### src/hpvc_pkg.sv
// ----------------------------------------------------------------------------
// hpvc_pkg
// Shared types and constants for the heading proportional velocity control
// unit: CORDIC datapath widths, the arctangent table and register indexes.
// ----------------------------------------------------------------------------
package hpvc_pkg;

    localparam int DATA_W     = 32;
    localparam int XY_W       = 35;
    localparam int Z_W        = 37;
    localparam int ANGLE_FRAC = 32;
    localparam int MAX_STEPS  = 24;
    localparam int CFG_IDX_W  = 2;

    localparam logic [CFG_IDX_W-1:0] REG_KP_LINEAR  = 2'd0;
    localparam logic [CFG_IDX_W-1:0] REG_KP_ANGULAR = 2'd1;

    localparam logic signed [Z_W-1:0] PI_Q32 = 37'sd13493037705;

    typedef struct packed {
        logic signed [XY_W-1:0]   x;
        logic signed [XY_W-1:0]   y;
        logic signed [Z_W-1:0]    z;
        logic signed [DATA_W-1:0] ex;
        logic                     origin;
    } cordic_t;

    // atan(2^-step) * 2^32, rounded to nearest
    function automatic logic signed [Z_W-1:0] atan_q32(input int step);
        logic signed [Z_W-1:0] a;
        case (step)
            0:       a = 37'sd3373259426;
            1:       a = 37'sd1991351318;
            2:       a = 37'sd1052175346;
            3:       a = 37'sd534100635;
            4:       a = 37'sd268086748;
            5:       a = 37'sd134174063;
            6:       a = 37'sd67103403;
            7:       a = 37'sd33553749;
            8:       a = 37'sd16777131;
            9:       a = 37'sd8388597;
            10:      a = 37'sd4194303;
            11:      a = 37'sd2097152;
            12:      a = 37'sd1048576;
            13:      a = 37'sd524288;
            14:      a = 37'sd262144;
            15:      a = 37'sd131072;
            16:      a = 37'sd65536;
            17:      a = 37'sd32768;
            18:      a = 37'sd16384;
            19:      a = 37'sd8192;
            20:      a = 37'sd4096;
            21:      a = 37'sd2048;
            22:      a = 37'sd1024;
            23:      a = 37'sd512;
            default: a = '0;
        endcase
        return a;
    endfunction

endpackage

### src/hpvc_product.sv
// ----------------------------------------------------------------------------
// hpvc_product
// Gated signed 32x32 product, then floor shift by FRAC_BITS and clip to
// 32 bits with a saturation flag. Two register stages.
// ----------------------------------------------------------------------------
module hpvc_product #(
    parameter int FRAC_BITS = 16
) (
    input  logic                               clk,
    input  logic                               rst_n,
    input  logic                               valid_in,
    input  logic                               enable,
    input  logic signed [hpvc_pkg::DATA_W-1:0] a,
    input  logic signed [hpvc_pkg::DATA_W-1:0] b,
    output logic                               valid_out,
    output logic signed [hpvc_pkg::DATA_W-1:0] value,
    output logic                               sat
);
    import hpvc_pkg::*;

    localparam int P_W = 2 * DATA_W;
    localparam logic signed [P_W-1:0] MAX_P =  P_W'(signed'({1'b0, {(DATA_W-1){1'b1}}}));
    localparam logic signed [P_W-1:0] MIN_P = -P_W'(signed'({1'b0, {(DATA_W-1){1'b1}}})) - 1;

    logic                     mul_valid_reg;
    logic signed [P_W-1:0]    prod_reg;
    logic signed [P_W-1:0]    prod_next;
    logic signed [P_W-1:0]    shifted;
    logic                     out_valid_reg;
    logic signed [DATA_W-1:0] value_reg;
    logic signed [DATA_W-1:0] value_next;
    logic                     sat_reg;
    logic                     sat_next;

    always_comb
    begin
        prod_next = '0;
        if (enable)
            prod_next = a * b;
    end

    always_comb
    begin
        shifted = prod_reg >>> FRAC_BITS;
        sat_next = 1'b0;
        value_next = shifted[DATA_W-1:0];
        if (shifted > MAX_P)
        begin
            value_next = MAX_P[DATA_W-1:0];
            sat_next = 1'b1;
        end
        else if (shifted < MIN_P)
        begin
            value_next = MIN_P[DATA_W-1:0];
            sat_next = 1'b1;
        end
    end

    always_ff @(posedge clk or negedge rst_n)
    begin
        if (!rst_n)
        begin
            mul_valid_reg <= 1'b0;
            out_valid_reg <= 1'b0;
        end
        else
        begin
            mul_valid_reg <= valid_in;
            out_valid_reg <= mul_valid_reg;
        end
    end

    always_ff @(posedge clk)
    begin
        prod_reg  <= prod_next;
        value_reg <= value_next;
        sat_reg   <= sat_next;
    end

    assign valid_out = out_valid_reg;
    assign value     = value_reg;
    assign sat       = sat_reg;

endmodule
### config.mk
export PLATFORM = sky130hd
export DESIGN_NAME = hpvc_product
export DESIGN_NICKNAME = d
export VERILOG_FILES = /design/src/hpvc_pkg.sv /design/src/hpvc_product.sv
export SDC_FILE = /design/constraint.sdc
export NUM_CORES = 2
export LEC_CHECK = 0
export BUFFER_PORTS_ARGS = -buffer_cell sky130_fd_sc_hd__buf_2
export CAP_MARGIN = 15
export CELL_PAD_IN_SITES_DETAIL_PLACEMENT = 1
export CELL_PAD_IN_SITES_GLOBAL_PLACEMENT = 1
export CORE_ASPECT_RATIO = 0.9
export CORE_MARGIN = 3
export CORE_UTILIZATION = 40
export DETAILED_ROUTE_END_ITERATION = 7
export MAX_ROUTING_LAYER = met4
export PLACE_DENSITY_LB_ADDON = 0.1
export SYNTH_ARGS = -nofsm -noshare
export SYNTH_HDL_FRONTEND = slang
export SYNTH_SLANG_ARGS = --single-unit
### constraint.sdc
create_clock -name clk -period 3.3 [get_ports clk]
set_clock_uncertainty 0.1 [all_clocks]
set_input_delay 0.33 -clock clk [delete_from_list [all_inputs] [get_ports clk]]
set_output_delay 0.33 -clock clk [all_outputs]
set_load 0.005 [all_outputs]
==> impl_results.md <==
- Total wire length: 128 mm
- DIE AREA: 99400 µm²
- I/O pins: 102
- # Max-Cap Violations: 0
- Setup ws final: -3.84 ns
- Syn Nets: 5382
- WL/cell: 22.1 µm
- Worst-path maximum fanout: 14
- Routability congestion estimate: 0.865
- Cell type with the largest total area after synthesis: fa_1
- Min Clock Period, post-route: 7.14 ns
- Initial antenna violation count: 4
- Mapped Cells: 4053
- Failing checks: setup timing
- Largest net degree at the start of global routing: 33
- Async S/R FF share, synth: 2.41%
- Flops & latches, synth: 83
- Die Span Y: 299 µm
- CP arrival: 7.31 ns
- Setup violators final: 48
- ANT nets after route: 0
- Final Core Density: 51.2%
- First-pass iteration count of the detailed router: 4
- IO Port Bufs: 101
- Tcrit/Tclk final: 216%
- Netlist cell types: 60
- Max Buffers Root-to-Sink: 2
- CTS tree: yes
- Finished Layout Cells: 5793
- Vias per cell: 4.91
- CP Capture Type: register
- Synth top area cells: fa_1 (57%), inv_1 (9.6%), and2_1 (8.3%)
- Fin. max-slew vios: 0
- DP Cell Count: 5679
- Final Hold Fails: 0
- Total Routing Usage GR: 27.5%
- M2 GR Usage: 49.2%
- Ys Warns: 0
- F_max: 140 MHz
- Starting Density: 40.7%
- Row Count: 106
- Number of global-route vias before repair: 33759
- Die W: 332 µm
- Avg Inst Size Synth: 9.44 µm²
- CP Class: input pin to register
- Worst min path class: input pin to async pin
- Remaining DRCs: 0
- Max_slew headroom: 66.6%
- Status: complete, but fails checks
- First-pass GRT wire length: 203 mm
- Clk_lat worst skew: 0.34 ns
- Hpwl dp: 109 mm
- Layout net count: 5869
- Clock slew at reported path FFs: 0.07 ns
- Post-synth top area share: 56.6%
- Area delta synth->final: 25.6%
- H-tree Lvls: 3
- Layout cells sized above 1: 24.0%
- Actual slew at the worst max-slew pin: 0.501 ns
- Met1 global-route usage: 34.3%
- CTS Sinks: 83
- RSZ-0062 raised after global routing: yes
- Iter 0 DRT Violations: 1129
- Root Driver: clkbuf_16
- GRT busiest layer: met2
- Num CTS Buffers: 9
- Most frequent cell after synthesis: fa_1
- GRT overflow: 0
- Critical Path Start Type: input pin
- Mapped cell area: 38200 µm²
- Largest register FFs: 48
- Post-synth top cells: fa_1 (1081), inv_1 (976), nand2_1 (528)
- Core Box Area: 93900 µm²
- Vias: 28420
- Post-synth top flop: dfxtp_1
- WP data required: 3.48 ns
- Met3 usage: 1.84%
- Number of flops mapped to enable cells by yosys: 0
- Sequential share of the synthesized area: 4.37%
-- logic make-up (layout without fill, tap and decap cells) --
group	count (synthesis)	after routing	synth area share [%]
multiplexers	2	2	0.0524
flip-flops	83	83	4.37
AND/OR/NAND/NOR	1227	1227	15.9
XOR/XNOR	60	60	1.37
adder cells (fa/ha/maj)	1261	1261	62.5
buffers and inverters	1195	1687	11.8
other	0	6	0
AO/OA/AOI/OAI	225	225	4.04
-- cells in the final DEF, fill, tap and decap left out, drive strengths merged, types with 24 or more instances in the layout --
cell type	n
fa	1081
inv	976
buf	688
nand2	528
and2	510
ha	180
nor2	107
dfxtp	81
a21oi	62
a21o	59
xnor2	47
o21ai	32
nand4	24
-- what timing repair did --
action | in CTS | in global routing
hold endpoints to repair | 3 | 0
setup endpoints to repair | 48 | 48
gates cloned | 8 | 1
setup buffers | 71 | 18
gates resized for setup | 527 | 106
pin swaps | 260 | 120
hold buffers | 2 | 0
-- through the flow --
step                instance area [µm²]  setup TNS (ns)  setup slack (ns)  hold slack [ns]
floorplan                         39200         -152.14             -3.93          -0.0656
global placement                  44200         -202.56             -4.73           0.0149
detailed placement                44200         -203.30             -4.80           0.0166
CTS                               47500         -166.91             -3.74            0.186
global route                      48000         -178.64             -4.02            0.209
finish                            48000         -168.13             -3.84            0.204
-- per-layer routing --
layer / routed length [µm] / up-vias / share of wire, %
met5: 0 / - / 0
met4: 4200 / 0 / 3.3
met3: 3150 / 152 / 2.5
met2: 66300 / 440 / 52
met1: 54400 / 15243 / 42
li1: - / 12585 / -
-- area by class of cell --
| type | count | area [µm²] |
|---|---|---|
| Fill cell | 10405 | 45900 |
| Multi-Input combinational cell | 2775 | 34000 |
| Timing Repair Buffer | 694 | 6810 |
| Inverter | 977 | 3670 |
| Sequential cell | 83 | 1670 |
| Tap cell | 1242 | 1550 |
| Clock buffer | 9 | 225 |
| Clock inverter | 7 | 81.3 |
| Antenna cell | 6 | 15.0 |
-- final timing paths --
check | start | slack [ns] | to | cells after the start
worst max-delay path | a[19] | -3.84 | prod_reg[60]$_SDFF_PN0_ | 23
worst min-delay path | rst_n | 0.20 | mul_valid_reg$_DFF_PN0_ | 2
worst max register to register | prod_reg[62]$_SDFF_PN0_ | 1.69 | value[11]$_SDFF_PN1_ | 4
worst min register to register | mul_valid_reg$_DFF_PN0_ | 0.27 | valid_out$_DFF_PN0_ | 0
max in group asynchronous | rst_n | 2.80 | valid_out$_DFF_PN0_ | 2
min in group clk | enable | 0.24 | prod_reg[62]$_SDFF_PN0_ | 3
-- critical path, stage by stage --
cell and delay (ns):
buf_4 0.18, buf_4 0.18, buf_12 0.16, and2_1 0.18
fa_1 0.53, inv_1 0.05, fa_1 0.47, inv_1 0.05
fa_1 0.49, fa_1 0.57, fa_1 0.43, fa_1 0.57
fa_1 0.48, fa_2 0.62, ha_4 0.23, and3_4 0.19
nand3_1 0.13, nor2_2 0.07, a221o_1 0.40, a2111oi_4 0.40
nor2_2 0.10, a211oi_2 0.28, mux2i_1 0.20
Power is not shown: default switching activity piles up to over one toggle a cycle in this logic, so the estimate is an artifact.
