File: config.mk
export PLATFORM = sky130hd
export DESIGN_NAME = hpvc_cordic_cell
export DESIGN_NICKNAME = d
export VERILOG_FILES = /design/src/hpvc_pkg.sv /design/src/hpvc_cordic_cell.sv
export SDC_FILE = /design/constraint.sdc
export NUM_CORES = 1
export LEC_CHECK = 0
export BUFFER_PORTS_ARGS = -buffer_cell sky130_fd_sc_hd__buf_2
export CORE_ASPECT_RATIO = 0.8
export CORE_UTILIZATION = 45
export DETAILED_ROUTE_END_ITERATION = 10
export PLACE_DENSITY = 0.7
export SYNTH_ARGS = -nofsm -noshare
export SYNTH_HDL_FRONTEND = slang
export SYNTH_SLANG_ARGS = --single-unit
File: constraint.sdc
create_clock -name clk -period 0.8 [get_ports clk]
set_input_delay 0.2 -clock clk [delete_from_list [all_inputs] [get_ports clk]]
set_output_delay 0.2 -clock clk [all_outputs]
set_load 0.1 [all_outputs]
File: src/hpvc_pkg.sv
// ----------------------------------------------------------------------------
// hpvc_pkg
// Shared types and constants for the heading proportional velocity control
// unit: CORDIC datapath widths, the arctangent table and register indexes.
// ----------------------------------------------------------------------------
package hpvc_pkg;

    localparam int DATA_W     = 32;
    localparam int XY_W       = 35;
    localparam int Z_W        = 37;
    localparam int ANGLE_FRAC = 32;
    localparam int MAX_STEPS  = 24;
    localparam int CFG_IDX_W  = 2;

    localparam logic [CFG_IDX_W-1:0] REG_KP_LINEAR  = 2'd0;
    localparam logic [CFG_IDX_W-1:0] REG_KP_ANGULAR = 2'd1;

    localparam logic signed [Z_W-1:0] PI_Q32 = 37'sd13493037705;

    typedef struct packed {
        logic signed [XY_W-1:0]   x;
        logic signed [XY_W-1:0]   y;
        logic signed [Z_W-1:0]    z;
        logic signed [DATA_W-1:0] ex;
        logic                     origin;
    } cordic_t;

    // atan(2^-step) * 2^32, rounded to nearest
    function automatic logic signed [Z_W-1:0] atan_q32(input int step);
        logic signed [Z_W-1:0] a;
        case (step)
            0:       a = 37'sd3373259426;
            1:       a = 37'sd1991351318;
            2:       a = 37'sd1052175346;
            3:       a = 37'sd534100635;
            4:       a = 37'sd268086748;
            5:       a = 37'sd134174063;
            6:       a = 37'sd67103403;
            7:       a = 37'sd33553749;
            8:       a = 37'sd16777131;
            9:       a = 37'sd8388597;
            10:      a = 37'sd4194303;
            11:      a = 37'sd2097152;
            12:      a = 37'sd1048576;
            13:      a = 37'sd524288;
            14:      a = 37'sd262144;
            15:      a = 37'sd131072;
            16:      a = 37'sd65536;
            17:      a = 37'sd32768;
            18:      a = 37'sd16384;
            19:      a = 37'sd8192;
            20:      a = 37'sd4096;
            21:      a = 37'sd2048;
            22:      a = 37'sd1024;
            23:      a = 37'sd512;
            default: a = '0;
        endcase
        return a;
    endfunction

endpackage

File: src/hpvc_cordic_cell.sv
// ----------------------------------------------------------------------------
// hpvc_cordic_cell
// One registered vectoring CORDIC iteration; cells are chained, one per step.
// ----------------------------------------------------------------------------
module hpvc_cordic_cell #(
    parameter int STEP = 0
) (
    input  logic              clk,
    input  logic              rst_n,
    input  logic              valid_in,
    input  hpvc_pkg::cordic_t data_in,
    output logic              valid_out,
    output hpvc_pkg::cordic_t data_out
);
    import hpvc_pkg::*;

    localparam logic signed [Z_W-1:0] ATAN = atan_q32(STEP);

    logic    valid_reg;
    cordic_t data_reg;
    cordic_t data_next;

    always_comb
    begin
        data_next = data_in;
        if (!data_in.y[XY_W-1])
        begin
            data_next.x = data_in.x + (data_in.y >>> STEP);
            data_next.y = data_in.y - (data_in.x >>> STEP);
            data_next.z = data_in.z + ATAN;
        end
        else
        begin
            data_next.x = data_in.x - (data_in.y >>> STEP);
            data_next.y = data_in.y + (data_in.x >>> STEP);
            data_next.z = data_in.z - ATAN;
        end
    end

    always_ff @(posedge clk or negedge rst_n)
    begin
        if (!rst_n)
            valid_reg <= 1'b0;
        else
            valid_reg <= valid_in;
    end

    always_ff @(posedge clk)
    begin
        data_reg <= data_next;
    end

    assign valid_out = valid_reg;
    assign data_out  = data_reg;

endmodule

==> metrics.csv, run 1 <==
stage;metric;value;unit
placed_design;Buffers on Ports;283;
run_status;status;aborted with a tool error;
clock_tree;CTS sink cnt;140;
global_routing;first-pass GRT wire length;128000;um
yosys;flops & latches, synth;140;
placed_design;hpwl dp;38800;um
floorplanning;Die Wd;173;um
floorplanning;I/O pin total;284;
yosys;Syn Inst Count;1306;
run_status;Last stage;global routing (5_1_grt);
yosys;Seq/Total Area, Yosys;26.6;%
placed_design;RD Place Congestion;1.02;
floorplanning;Die Ht;139;um
floorplanning;row cnt;49;
yosys;post-synthesis net count;1591;
yosys;Netlist cell types;71;
global_routing;total track usage;70.5;%
yosys;ys flop type;dfxtp_1;
clock_tree;htree depth;4;
global_routing;largest net degree at the start of global routing;37;
run_status;stop err;[ERROR GRT-0116] Global routing finished with congestion. Check the congestion regions in the DRC Viewer.;
global_routing;grt ovf;4;
global_routing;vias in the first global route;19500;
yosys;synth warn;0;
floorplanning;initial core utilization;46.5;%
yosys;EDFF count, synth;0;
clock_tree;Root Driver;clkbuf_16;
yosys;Avg Cell Area, Syn;8.09;um2
clock_tree;Num CTS Buffers;17;
placed_design;placed instance count;2290;
yosys;Synth Cell Area;0.0106;mm2
yosys;asr flop ratio synth;0.714;%
clock_tree;clk buf depth;2;
routing by layer:
layer	track usage (%)	overflow
met3	52.3	0
met5	17.3	0
met2	91.9	2
met4	73.8	2
met1	68.0	0
logic make-up after synthesis:
family                   Yosys count  share of synthesized area, %
AO/OA/AOI/OAI                    436                          26.4
AND/OR/NAND/NOR                  301                          13.3
buffers and inverters            167                          6.37
adder cells (fa/ha/maj)          142                          17.1
flip-flops                       140                          26.6
XOR/XNOR                         100                          8.29
multiplexers                      20                          1.89
per-stage QoR:
stage               area (um2)  hold WS (ps)  worst slack (ps)
floorplan                12000         -95.6             -1770
global placement         18900         -25.1             -2130
detailed placement       18900         -12.1             -2220
CTS                      22000          60.0             -1600
synth_stat cells, types with 18 or more instances:
| library cell | number | area [um2] |
|---|---|---|
| o21bai_1 | 30 | 225 |
| nand4_1 | 19 | 119 |
| a21o_1 | 38 | 285 |
| ha_1 | 138 | 1730 |
| dfxtp_1 | 139 | 2780 |
| xnor2_1 | 86 | 753 |
| o21ai_0 | 79 | 395 |
| inv_1 | 114 | 428 |
| nand3_1 | 25 | 125 |
| mux2i_1 | 20 | 200 |
| buf_2 | 22 | 110 |
| nor3_1 | 18 | 90.1 |
| a211oi_1 | 19 | 143 |
| nand2_1 | 88 | 330 |
| a21oi_1 | 154 | 771 |
| nor2_1 | 85 | 319 |
repair_timing:
item                                    CTS
buffers inserted                         66
endpoints found under the hold margin    39
cloned                                    1
hold buffers                             38
pin swaps                               191
gates resized for setup                 377
endpoints found under the setup margin  242
==> run 2, diff against run 1 <==
--- a/config.mk
+++ b/config.mk
@@ -6,10 +6,9 @@
 export NUM_CORES = 1
 export LEC_CHECK = 0
 export BUFFER_PORTS_ARGS = -buffer_cell sky130_fd_sc_hd__buf_2
-export CORE_ASPECT_RATIO = 0.8
-export CORE_UTILIZATION = 45
+export CORE_UTILIZATION = 30
 export DETAILED_ROUTE_END_ITERATION = 10
-export PLACE_DENSITY = 0.7
+export PLACE_DENSITY_LB_ADDON = 0.15
 export SYNTH_ARGS = -nofsm -noshare
 export SYNTH_HDL_FRONTEND = slang
 export SYNTH_SLANG_ARGS = --single-unit
==> run 2 against run 1 <==
  * The flow now finishes, with violations (negative setup slack)
  * Synthesized area is the same
  * Synthesized cell count unchanged
==> metrics.csv, run 2 <==
stage;metric;value;unit
clock_tree;Num CTS Buffers;17;
global_routing;antenna violations before repair;1;
setup_path;category of the most critical setup path;input pin to flip-flop;
finish;nets;2427;
yosys;Synth area leader;dfxtp_1;
yosys;share of the synthesized area in the top cell type;26.3;%
yosys;Synth area leaders;dfxtp_1, ha_1, a21oi_1;
timing;final period utilization;302;%
min_path;Tightest Hold Check Type;input pin to asynchronous set/reset pin;
setup_path;Crit-path slowest cell;or4_4;
setup_path;critical path, cell by cell;buf_8, ha_4, inv_2, fa_2, o21ba_4, or4_4, a31oi_4, o311ai_4, a21oi_4, a211oi_2, o31a_1, o21a_1, xor2_1;
power;pwr dens;2050;mW/mm2
yosys;ys flop type;dfxtp_1;
yosys;Synth Cell Area;0.0106;mm2
finish;Largest register FFs;139;
yosys;asr flop ratio synth;0.714;%
floorplanning;Die Wd;190;um
timing;Slew Viols, Final;0;
placed_design;RD Place Congestion;0.955;
drt;Routed WL per cell;17.7;um
timing;Slew headroom;56.9;%
finish;Non-Filler Instances;2611;
floorplanning;Die ar.;0.0360;mm2
placed_design;Placement Cell Area;0.0191;mm2
timing;actual slew at the worst max-slew pin;639;ps
drt;DR DRC count;0;
finish;commonest non-fill, non-tap cell in the layout;buf_4;
setup_path;Worst Path Arrival;2770;ps
drt;Post-DRT Antenna Nets;0;
timing;fmax;414;MHz
finish;filler instances;2615;
setup_path;CP top delay family;compound AO/OA/AOI/OAI gates;
yosys;post-synthesis net count;1591;
setup_path;Worst setup SP type;input pin;
timing;RSZ-0062 raised after global routing;yes;
floorplanning;row cnt;68;
finish;layout cells sized above 1;63.0;%
placed_design;placed instance count;2442;
clock_tree;Reg clk slew, reported paths;70;ps
setup_path;Levels on crit path;13;
timing;Worst Setup Slack, final;-1620;ps
timing;final hold vios;0;
drt;1st-iter DRT viols;662;
finish;Layout area overhead;119;%
yosys;flops & latches, synth;140;
setup_path;CP Capture Type;flip-flop;
global_routing;total track usage;25.1;%
finish;design area;0.0231;mm2
global_routing;grt ovf;0;
floorplanning;I/O pin total;284;
yosys;Synth top cells by count;a21oi_1, dfxtp_1, ha_1;
clock_tree;Root Driver;clkbuf_16;
run_status;failing checks;negative setup slack;
drt;DRT Pass-1 Iters;5;
drt;drt total wl;46100;um
placed_design;Buffers on Ports;283;
yosys;Netlist cell types;71;
clock_tree;CTS sink cnt;140;
timing;final setup violation count;241;
floorplanning;Core Box Area;0.0346;mm2
global_routing;vias in the first global route;13100;
yosys;EDFF count, synth;0;
clock_tree;TritonCTS clock tree;built;
job;max-cap violation count;0;
setup_path;crit-path max FO;3;
setup_path;CP bufs+invs;2;
global_routing;first-pass GRT wire length;70400;um
setup_path;Critical Path RT;1150;ps
finish;commonest cells after routing, fill and taps aside;buf_4, buf_12, dfxtp_4;
floorplanning;initial core utilization;30.5;%
yosys;synth warn;0;
yosys;Seq/Total Area, Yosys;26.6;%
timing;Final TNS setup;-159600;ps
yosys;Avg Cell Area, Syn;8.09;um2
finish;final core area utilization;66.8;%
power;Peak VDD IR;2.16;mV
yosys;most frequent cell after synthesis;a21oi_1;
floorplanning;Die Ht;190;um
power;P_leak;0.0104;uW
clock_tree;htree depth;4;
setup_path;Crit path largest cell delay;450;ps
timing;Tmin final;2420;ps
placed_design;hpwl dp;35100;um
run_status;status;complete, but fails checks;
clock_tree;clk buf depth;2;
drt;Vias;13000;
global_routing;largest net degree at the start of global routing;38;
drt;DR vias/cell;4.97;
yosys;Syn Inst Count;1306;
==> run 2: cell counts after synthesis <==
No cell type changed its count.
==> run 2: per-stage QoR <==
step           setup WS (ps)  hold WS (ps)  total power, uW
2_1_floorplan          -1770         -95.6            25000
3_3_place_gp           -2270         -24.2            35900
3_5_place_dp           -2300         -21.4            36000
4_1_cts                -1560          18.9            46300
5_1_grt                -1670          47.9            49300
6_report               -1620          35.5            47500
==> run 2: cell families (layout without fill, tap and decap cells) <==
logic type                 count (synthesis)  in the layout  share of synthesized area (%)
adders and majority gates                142            142                           17.1
xor gates and xnor gates                 100            100                           8.29
buffers and inverters                    167           1016                           6.37
AOI/OAI and AO/OA                        436            436                           26.4
DFF                                      140            140                           26.6
and+or+nand+nor                          301            301                           13.3
muxes                                     20             20                           1.89
other                                      0              1                              0
==> run 2: where the power goes <==
group,total (uW),internal (uW),switching [uW]
combinational,29000,12100,16900
sequential,10100,8870,1210
clock,8370,4470,3910
==> run 2: area by class of cell <==
cell class | count | area [um2] | share of cell area [%]
inverter | 117 | 510 | 2.21
tap | 455 | 569 | 2.46
timing repair buffer | 867 | 8730 | 37.8
clock inverter | 15 | 171 | 0.741
sequential | 140 | 3330 | 14.4
clock buffer | 17 | 425 | 1.84
multi-input combinational | 999 | 9380 | 40.6
antenna | 1 | 2.50 | 0.0108
==> run 2: repair_timing <==
item,in CTS,in global routing
setup buffers,58,67
pin swaps,186,194
gates cloned,1,0
endpoints found under the setup margin,241,241
hold endpoints to repair,39,0
hold buffers,38,0
resized for setup,286,243
==> run 2: per-layer routing <==
| metal | GRT usage [%] | vias to the layer above | wire (um) |
|---|---|---|---|
| met1 | 31.2 | 6158 | 19400 |
| met5 | 0 | - | 13 |
| met2 | 43.6 | 438 | 23000 |
| met4 | 9.27 | 2 | 1450 |
| li1 | - | 6280 | - |
| met3 | 3.50 | 88 | 2240 |
==> run 2: path summary, 6_finish.rpt <==
check	startpoint	end
max	data_in[70]	data_out[102]
min in group clk	data_in[69]	data_out[69]
min	rst_n	valid_out
max in group asynchronous	rst_n	valid_out
Note: power is estimated with default switching activity, not from simulation.
